File: config.mk
export PLATFORM = sky130hd
export DESIGN_NAME = positional_list_engine
export DESIGN_NICKNAME = d
export VERILOG_FILES = /design/src/design/ple_pkg.sv /design/src/design/ple_ctrl.sv /design/src/design/ple_datapath.sv /design/src/design/positional_list_engine.sv
export SDC_FILE = /design/constraint.sdc
export NUM_CORES = 2
export LEC_CHECK = 0
export CORE_ASPECT_RATIO = 0.9
export CORE_MARGIN = 1
export CORE_UTILIZATION = 35
export CTS_CLUSTER_SIZE = 14
export DETAILED_ROUTE_END_ITERATION = 16
export DONT_BUFFER_PORTS = 1
export MAX_ROUTING_LAYER = met4
export PLACE_DENSITY_LB_ADDON = 0.3
export SYNTH_ARGS = -nofsm -noshare
export SYNTH_HDL_FRONTEND = slang
export SYNTH_SLANG_ARGS = --single-unit
File: constraint.sdc
create_clock -name aclk -period 6.5 [get_ports aclk]
set_input_delay 0.65 -clock aclk [delete_from_list [all_inputs] [get_ports aclk]]
set_output_delay 0.65 -clock aclk [all_outputs]
set_load 0.05 [all_outputs]
File: src/design/ple_pkg.sv
`timescale 1ns / 1ps

package ple_pkg;

    localparam int DEPTH = 64;
    localparam int IDX_W = $clog2(DEPTH);
    localparam int CNT_W = 7;
    localparam int VAL_W = 32;
    localparam int CMD_W = 3;
    localparam int ST_W  = 2;

    localparam logic [CMD_W-1:0] CMD_INSERT = 3'd0;
    localparam logic [CMD_W-1:0] CMD_UPDATE = 3'd1;
    localparam logic [CMD_W-1:0] CMD_DELETE = 3'd2;
    localparam logic [CMD_W-1:0] CMD_SEARCH = 3'd3;
    localparam logic [CMD_W-1:0] CMD_COUNT  = 3'd4;

    localparam logic [ST_W-1:0] ST_OK      = 2'd0;
    localparam logic [ST_W-1:0] ST_RANGE   = 2'd1;
    localparam logic [ST_W-1:0] ST_FULL    = 2'd2;
    localparam logic [ST_W-1:0] ST_MISSING = 2'd3;

    typedef struct packed {
        logic            load_in;
        logic            idx_init;
        logic            rd;
        logic            wr_shift;
        logic            wr_final;
        logic            srch_step;
        logic            set_status;
        logic [ST_W-1:0] status;
        logic            set_found;
        logic            load_out;
    } ple_cmd_t;

    typedef struct packed {
        logic [CMD_W-1:0] cmd;
        logic             pos_bad;
        logic             full;
        logic             shift_more;
        logic             srch_more;
        logic             match;
        logic             out_busy;
    } ple_stat_t;

endpackage

File: src/design/ple_ctrl.sv
`timescale 1ns / 1ps

module ple_ctrl (
    input  logic              aclk,
    input  logic              aresetn,
    input  logic              s_tvalid,
    output logic              s_tready,
    input  ple_pkg::ple_stat_t stat,
    output ple_pkg::ple_cmd_t  ctl
);
    import ple_pkg::*;

    typedef enum logic [6:0] {
        S_IDLE      = 7'b0000001,
        S_DECODE    = 7'b0000010,
        S_SHIFT_CHK = 7'b0000100,
        S_SHIFT_WR  = 7'b0001000,
        S_SRCH_CHK  = 7'b0010000,
        S_SRCH_CMP  = 7'b0100000,
        S_DONE      = 7'b1000000
    } state_t;

    state_t state_reg, state_next;

    always_ff @(posedge aclk) begin
        if (!aresetn) begin
            state_reg <= S_IDLE;
        end else begin
            state_reg <= state_next;
        end
    end

    assign s_tready = (state_reg == S_IDLE);

    always_comb begin
        state_next = state_reg;
        ctl        = '0;
        ctl.status = ST_OK;
        case (state_reg)
            S_IDLE: begin
                if (s_tvalid) begin
                    ctl.load_in = 1'b1;
                    state_next  = S_DECODE;
                end
            end
            S_DECODE: begin
                state_next = S_DONE;
                if (stat.cmd == CMD_INSERT) begin
                    if (stat.pos_bad) begin
                        ctl.set_status = 1'b1;
                        ctl.status     = ST_RANGE;
                    end else if (stat.full) begin
                        ctl.set_status = 1'b1;
                        ctl.status     = ST_FULL;
                    end else begin
                        ctl.idx_init = 1'b1;
                        state_next   = S_SHIFT_CHK;
                    end
                end else if (stat.cmd inside {CMD_UPDATE, CMD_DELETE}) begin
                    if (stat.pos_bad) begin
                        ctl.set_status = 1'b1;
                        ctl.status     = ST_RANGE;
                    end else if (stat.cmd == CMD_UPDATE) begin
                        ctl.wr_final = 1'b1;
                    end else begin
                        ctl.idx_init = 1'b1;
                        state_next   = S_SHIFT_CHK;
                    end
                end else if (stat.cmd == CMD_SEARCH) begin
                    ctl.idx_init = 1'b1;
                    state_next   = S_SRCH_CHK;
                end
            end
            S_SHIFT_CHK: begin
                if (stat.shift_more) begin
                    ctl.rd     = 1'b1;
                    state_next = S_SHIFT_WR;
                end else begin
                    ctl.wr_final = 1'b1;
                    state_next   = S_DONE;
                end
            end
            S_SHIFT_WR: begin
                ctl.wr_shift = 1'b1;
                state_next   = S_SHIFT_CHK;
            end
            S_SRCH_CHK: begin
                if (stat.srch_more) begin
                    ctl.rd     = 1'b1;
                    state_next = S_SRCH_CMP;
                end else begin
                    ctl.set_status = 1'b1;
                    ctl.status     = ST_MISSING;
                    state_next     = S_DONE;
                end
            end
            S_SRCH_CMP: begin
                if (stat.match) begin
                    ctl.set_found = 1'b1;
                    state_next    = S_DONE;
                end else begin
                    ctl.srch_step = 1'b1;
                    state_next    = S_SRCH_CHK;
                end
            end
            S_DONE: begin
                if (!stat.out_busy) begin
                    ctl.load_out = 1'b1;
                    state_next   = S_IDLE;
                end
            end
            default: begin
                state_next = S_IDLE;
            end
        endcase
    end

endmodule

File: src/design/ple_datapath.sv
`timescale 1ns / 1ps

module ple_datapath (
    input  logic               aclk,
    input  logic               aresetn,
    input  logic [47:0]        s_tdata,
    output logic               m_tvalid,
    input  logic               m_tready,
    output logic [15:0]        m_tdata,
    input  ple_pkg::ple_cmd_t  ctl,
    output ple_pkg::ple_stat_t stat
);
    import ple_pkg::*;

    logic [VAL_W-1:0] mem [DEPTH];

    logic [CMD_W-1:0] cmd_reg;
    logic [CNT_W-1:0] pos_reg;
    logic [VAL_W-1:0] val_reg;
    logic [CNT_W-1:0] idx_reg, idx_next;
    logic [CNT_W-1:0] fill_reg, fill_next;
    logic [VAL_W-1:0] rd_data_reg;
    logic [ST_W-1:0]  status_reg;
    logic [CNT_W-1:0] found_reg;
    logic             m_tvalid_reg;
    logic [15:0]      m_tdata_reg;

    logic             is_ins;
    logic             is_del;
    logic [CNT_W-1:0] rd_addr;
    logic [CNT_W-1:0] wr_addr;
    logic [VAL_W-1:0] wr_data;
    logic             wr_en;

    assign is_ins = (cmd_reg == CMD_INSERT);
    assign is_del = (cmd_reg == CMD_DELETE);

    // Insert copies each entry one place up, from the tail down; delete copies
    // each entry one place down, from the hole up.
    always_comb begin
        if (is_ins) begin
            rd_addr = idx_reg - CNT_W'(1);
        end else if (is_del) begin
            rd_addr = idx_reg + CNT_W'(1);
        end else begin
            rd_addr = idx_reg;
        end
    end

    always_comb begin
        wr_en   = 1'b0;
        wr_addr = idx_reg;
        wr_data = rd_data_reg;
        if (ctl.wr_shift) begin
            wr_en = 1'b1;
        end else if (ctl.wr_final && !is_del) begin
            wr_en   = 1'b1;
            wr_data = val_reg;
            wr_addr = is_ins ? pos_reg : (pos_reg - CNT_W'(1));
        end
    end

    always_ff @(posedge aclk) begin
        if (wr_en) begin
            mem[wr_addr[IDX_W-1:0]] <= wr_data;
        end
        if (ctl.rd) begin
            rd_data_reg <= mem[rd_addr[IDX_W-1:0]];
        end
    end

    always_comb begin
        idx_next = idx_reg;
        if (ctl.idx_init) begin
            if (is_ins) begin
                idx_next = fill_reg;
            end else if (is_del) begin
                idx_next = pos_reg - CNT_W'(1);
            end else begin
                idx_next = '0;
            end
        end else if (ctl.wr_shift) begin
            idx_next = is_ins ? (idx_reg - CNT_W'(1)) : (idx_reg + CNT_W'(1));
        end else if (ctl.srch_step) begin
            idx_next = idx_reg + CNT_W'(1);
        end
    end

    always_comb begin
        fill_next = fill_reg;
        if (ctl.wr_final && is_ins) begin
            fill_next = fill_reg + CNT_W'(1);
        end else if (ctl.wr_final && is_del) begin
            fill_next = fill_reg - CNT_W'(1);
        end
    end

    always_ff @(posedge aclk) begin
        if (ctl.load_in) begin
            cmd_reg <= s_tdata[CMD_W-1:0];
            pos_reg <= s_tdata[CMD_W +: CNT_W];
            val_reg <= s_tdata[CMD_W+CNT_W +: VAL_W];
        end
        idx_reg <= idx_next;
        if (ctl.load_in) begin
            status_reg <= ST_OK;
            found_reg  <= '0;
        end else begin
            if (ctl.set_status) begin
                status_reg <= ctl.status;
            end
            if (ctl.set_found) begin
                found_reg <= idx_reg + CNT_W'(1);
            end
        end
        if (ctl.load_out) begin
            m_tdata_reg <= {fill_reg, found_reg, status_reg};
        end
    end

    always_ff @(posedge aclk) begin
        if (!aresetn) begin
            fill_reg     <= '0;
            m_tvalid_reg <= 1'b0;
        end else begin
            fill_reg <= fill_next;
            if (ctl.load_out) begin
                m_tvalid_reg <= 1'b1;
            end else if (m_tready) begin
                m_tvalid_reg <= 1'b0;
            end
        end
    end

    assign m_tvalid = m_tvalid_reg;
    assign m_tdata  = m_tdata_reg;

    always_comb begin
        stat.cmd        = cmd_reg;
        stat.pos_bad    = is_ins ? (pos_reg > fill_reg)
                                 : ((pos_reg == '0) || (pos_reg > fill_reg));
        stat.full       = (fill_reg == CNT_W'(DEPTH));
        stat.shift_more = is_ins ? (idx_reg > pos_reg)
                                 : ((idx_reg + CNT_W'(1)) < fill_reg);
        stat.srch_more  = (idx_reg < fill_reg);
        stat.match      = (rd_data_reg == val_reg);
        stat.out_busy   = m_tvalid_reg && !m_tready;
    end

endmodule

File: src/design/positional_list_engine.sv
`timescale 1ns / 1ps

// Ordered list of up to 64 signed 32-bit values with an entry count.
// Input beats on s_t* carry one command each (insert after, update, delete,
// search, count); every command yields exactly one result beat on m_t*
// with a status, the found position and the entry count after the command.
// The list lives in a single-port-write, single-read memory, so an insert
// or delete moves one entry at a time, with a read state and a write state
// per entry, and a search reads and compares one entry at a time. Count,
// update and any rejected command go from decode straight to the result;
// insert and delete shift the entries between the position and the tail;
// a search stops at the first match. One command is worked on at a time;
// s_tready is high only while the engine is idle, but a finished result
// held in the output register does not block the next command. If the
// receiver stalls with a result still waiting, the next result is held
// until that beat is taken. A synchronous low aresetn empties the list and
// drops m_tvalid; the entry memory itself is not cleared and needs no sweep.
module positional_list_engine (
    input  logic        aclk,
    input  logic        aresetn,
    input  logic        s_tvalid,
    output logic        s_tready,
    input  logic [47:0] s_tdata,  // cmd[2:0], position[9:3], value[41:10], zeros
    output logic        m_tvalid,
    input  logic        m_tready,
    output logic [15:0] m_tdata   // status[1:0], found_position[8:2], entry_count[15:9]
);
    import ple_pkg::*;

    ple_cmd_t  ctl;
    ple_stat_t stat;

    ple_ctrl u_ctrl (
        .aclk     (aclk),
        .aresetn  (aresetn),
        .s_tvalid (s_tvalid),
        .s_tready (s_tready),
        .stat     (stat),
        .ctl      (ctl)
    );

    ple_datapath u_datapath (
        .aclk     (aclk),
        .aresetn  (aresetn),
        .s_tdata  (s_tdata),
        .m_tvalid (m_tvalid),
        .m_tready (m_tready),
        .m_tdata  (m_tdata),
        .ctl      (ctl),
        .stat     (stat)
    );

endmodule

==> reports/metrics.yaml <==
fin_crit_sh: 0.836
gp_congestion: 0.817
whs_path_depth: 2
holdPathEnd: "u_datapath.fill_reg[4]"
root_buffer: "clkbuf_16"
drt_iter0_markers: 4393
vias: 39321
grt_pass1_wl_um: 299000
violations: "DRC"
path_class: "reg -> reg"
yosysWarnings: 0
io_pins: 70
layout_setup_ws_ns: 1.07
nNetsFinal: 3976
critPathLaunchType: "register"
start_util: 0.352
status: "finished with violations"
rsz0062_at_grt: "false"
hp-class: "in -> reg"
fin_crit_ns: 5.43
cp-startpoint: "u_datapath.idx_reg[0]"
reg2reg_slack_ns: 1.07
synth_mux_area_frac: 0.180
post-dp-hpwl_um: 116000
hold_violations: 0
pre_cts_ws_ns: 1.12
drt-total-wl_um: 210000
cp_data_arrival_time_ns: 5.92
viasPerCell: 5.40
synth_top_family_by_area: "multiplexers"
worstMarginPinSlew_ns: 1.33
synth-compound-area-share: 0.0178
synth_xor_area_frac: 0.00637
required_ns: 6.98
reg2reg_to: "u_datapath.mem[33][24]"
ir_worst_vdd_v: 0.000214
die_area_um2: 244000
avgSynthCellArea_um2: 23.1
largest_reg_flops: 2048
port_buffers: 0
skew_ns: 0.0437
grt_max_degree: 82
ant_nets: 0
rows: 171
crit_fanout: 64
first_pass_iters: 11
rr_startpoint: "u_datapath.idx_reg[0]"
async_flop_share: 0
ctsLongestPathBuffers: 3
grt_pass1_vias: 40252
seq_area_frac_synth: 0.765
wl_per_cell_um: 28.9
relSlewSlack: 0.114
numClockSinks: 2169
timing.fmax_ghz: 0.184
yosys.area_share.simple: 0.0136
grt.overflow.total: 0
crit_path_end_kind: "register"
clk-insertion-delay-late_ns: 0.88
synth-seq-cells: 2169
grt_usage: 0.177
syn_nets: 3753
ys.flop_type: "edfxtp_1"
area_growth_pct: 15.3
cts_made_buffers: 217
tns_ns: 0
clk_pin_slew_ns: 0.06
antenna_found_initial: 4
die_width_um: 521
synthAdderAreaFrac: 0.00525
h-tree-depth: 4
reg2regPathDepth: 11
hp-start: "aresetn"
synth-edff-count: 2145
maxCapViolCount: 0
syn_area_um2: 84800
slew_viol_final: 0
drc_errors: 2
postCtsSetupRepairBufs: 0
drive_gt1_frac: 0.297
syn_inst: 3666
cts_tree: "done"
core_um2: 241000
p_per_area_nw_per_um2: 292
cellLeakagePower_nw: 29.6
ys_types: 61
setup_violations: 0
die_h_um: 469
-- cells by family after synthesis --
group,count (synthesis)
compound gates,234
xor+xnor,60
fa+ha+maj,35
buf+inv,222
flops,2169
mux,725
simple gates,221
-- final cells by class --
class	instances	area (um2)
fill	20872	143000
multi-input combinational	1275	19900
clock inverter	138	1110
sequential	2169	64900
inverter	27	101
antenna	1	2.50
clock buffer	268	5660
tap	3200	4000
timing repair buffer	199	2160
-- layout by cell type (no fill, tap or decap), drive strengths merged, types with 14 or more instances in the layout --
master / Yosys / routed
mux4: 636 / 636
edfxtp: 2145 / 2145
nand3: 16 / 16
mux2i: 56 / 56
buf: 141 / 154
nand2: 39 / 39
a21oi: 54 / 54
nor3: 19 / 19
o22ai: 65 / 65
o21ai: 20 / 20
clkbuf: 54 / 268
clkinv: 0 / 116
dlygate4sd3: 0 / 45
nor2b: 41 / 41
xnor2: 50 / 50
dfxtp: 24 / 24
mux2: 33 / 33
inv: 27 / 31
ha: 34 / 34
nor2: 50 / 50
a211oi: 34 / 34
nand4: 14 / 14
-- synth_stat cells (3+ instances only) --
master,count,area (um2)
buf_2,122,611
buf_1,5,18.8
clkbuf_1,54,203
o22ai_1,65,407
ha_1,34,425
a21oi_1,54,270
or3b_2,3,26.3
nor2b_1,41,257
nand2b_1,4,25.0
mux2_2,33,372
o21ai_0,17,85.1
dfxtp_1,24,480
a2bb2oi_1,4,35.0
or3_1,6,37.5
xnor2_1,48,420
nor3_1,19,95.1
o31ai_1,3,22.5
mux2i_1,56,561
nand2_1,39,146
buf_4,12,90.1
a31oi_1,9,56.3
a211oi_1,34,255
o32ai_1,5,43.8
a21o_1,10,75.1
o21ai_1,3,15.0
nand3_1,16,80.1
edfxtp_1,2145,64400
o21a_1,7,52.6
nand4_1,14,87.6
nor2_1,49,184
or2_2,7,43.8
o211ai_1,8,60.1
and3_1,3,18.8
nor4_1,6,37.5
nand3b_1,4,30.0
inv_1,27,101
xor2_1,10,87.6
mux4_2,636,14300
-- through the flow --
stage	instance area (um2)	instances	total power, mW	utilization	hold slack (ns)
2_1_floorplan	84800	3666	16.5	-	0.408
3_3_place_gp	90600	6825	16.9	0.376	0.425
3_5_place_dp	90600	6825	16.9	0.376	0.428
4_1_cts	97900	7276	28.8	0.406	0.0791
5_1_grt	97900	7277	29.4	0.406	0.139
6_report	97900	7277	28.5	0.406	0.138
-- worst max path at each step --
stage,end,slack (ns),cells past startpoint
6_report,u_datapath.mem[33][24],1.07,11
5_1_grt,u_datapath.mem[26][24],0.80,11
2_1_floorplan,u_datapath.mem[58][0],1.58,15
3_5_place_dp,u_datapath.mem[37][24],1.12,11
3_3_place_gp,u_datapath.mem[45][1],1.25,12
4_1_cts,u_datapath.mem[60][24],1.11,11
-- what timing repair did --
action / CTS / global route
hold buffers: 45 / 0
gates resized for setup: 0 / 0
hold endpoints to repair: 46 / 0
-- power breakdown --
group	internal [mW]	switching, mW
registers	15.2	0.0483
clock network	6.59	5.32
logic	0.683	0.708
total	22.5	6.07
-- worst max-delay path, cell delays in order, from the launching register on --
cell	delay, ns
edfxtp_1	0.69
inv_1	0.30
ha_1	0.53
ha_1	0.28
a21boi_0	0.12
o21ai_0	0.22
a21oi_1	0.12
o21ai_1	0.25
nor2_1	0.15
a221oi_4	0.53
buf_4	0.58
mux2_2	1.17
-- layer usage --
layer,up-vias,part of all wire,GRT usage
met5,-,0,-
met4,0,0.025,0.0515
met3,275,0.065,0.0296
met2,1295,0.48,0.277
met1,21493,0.43,0.240
li1,16258,-,-
(Power assumes the default switching activity.)
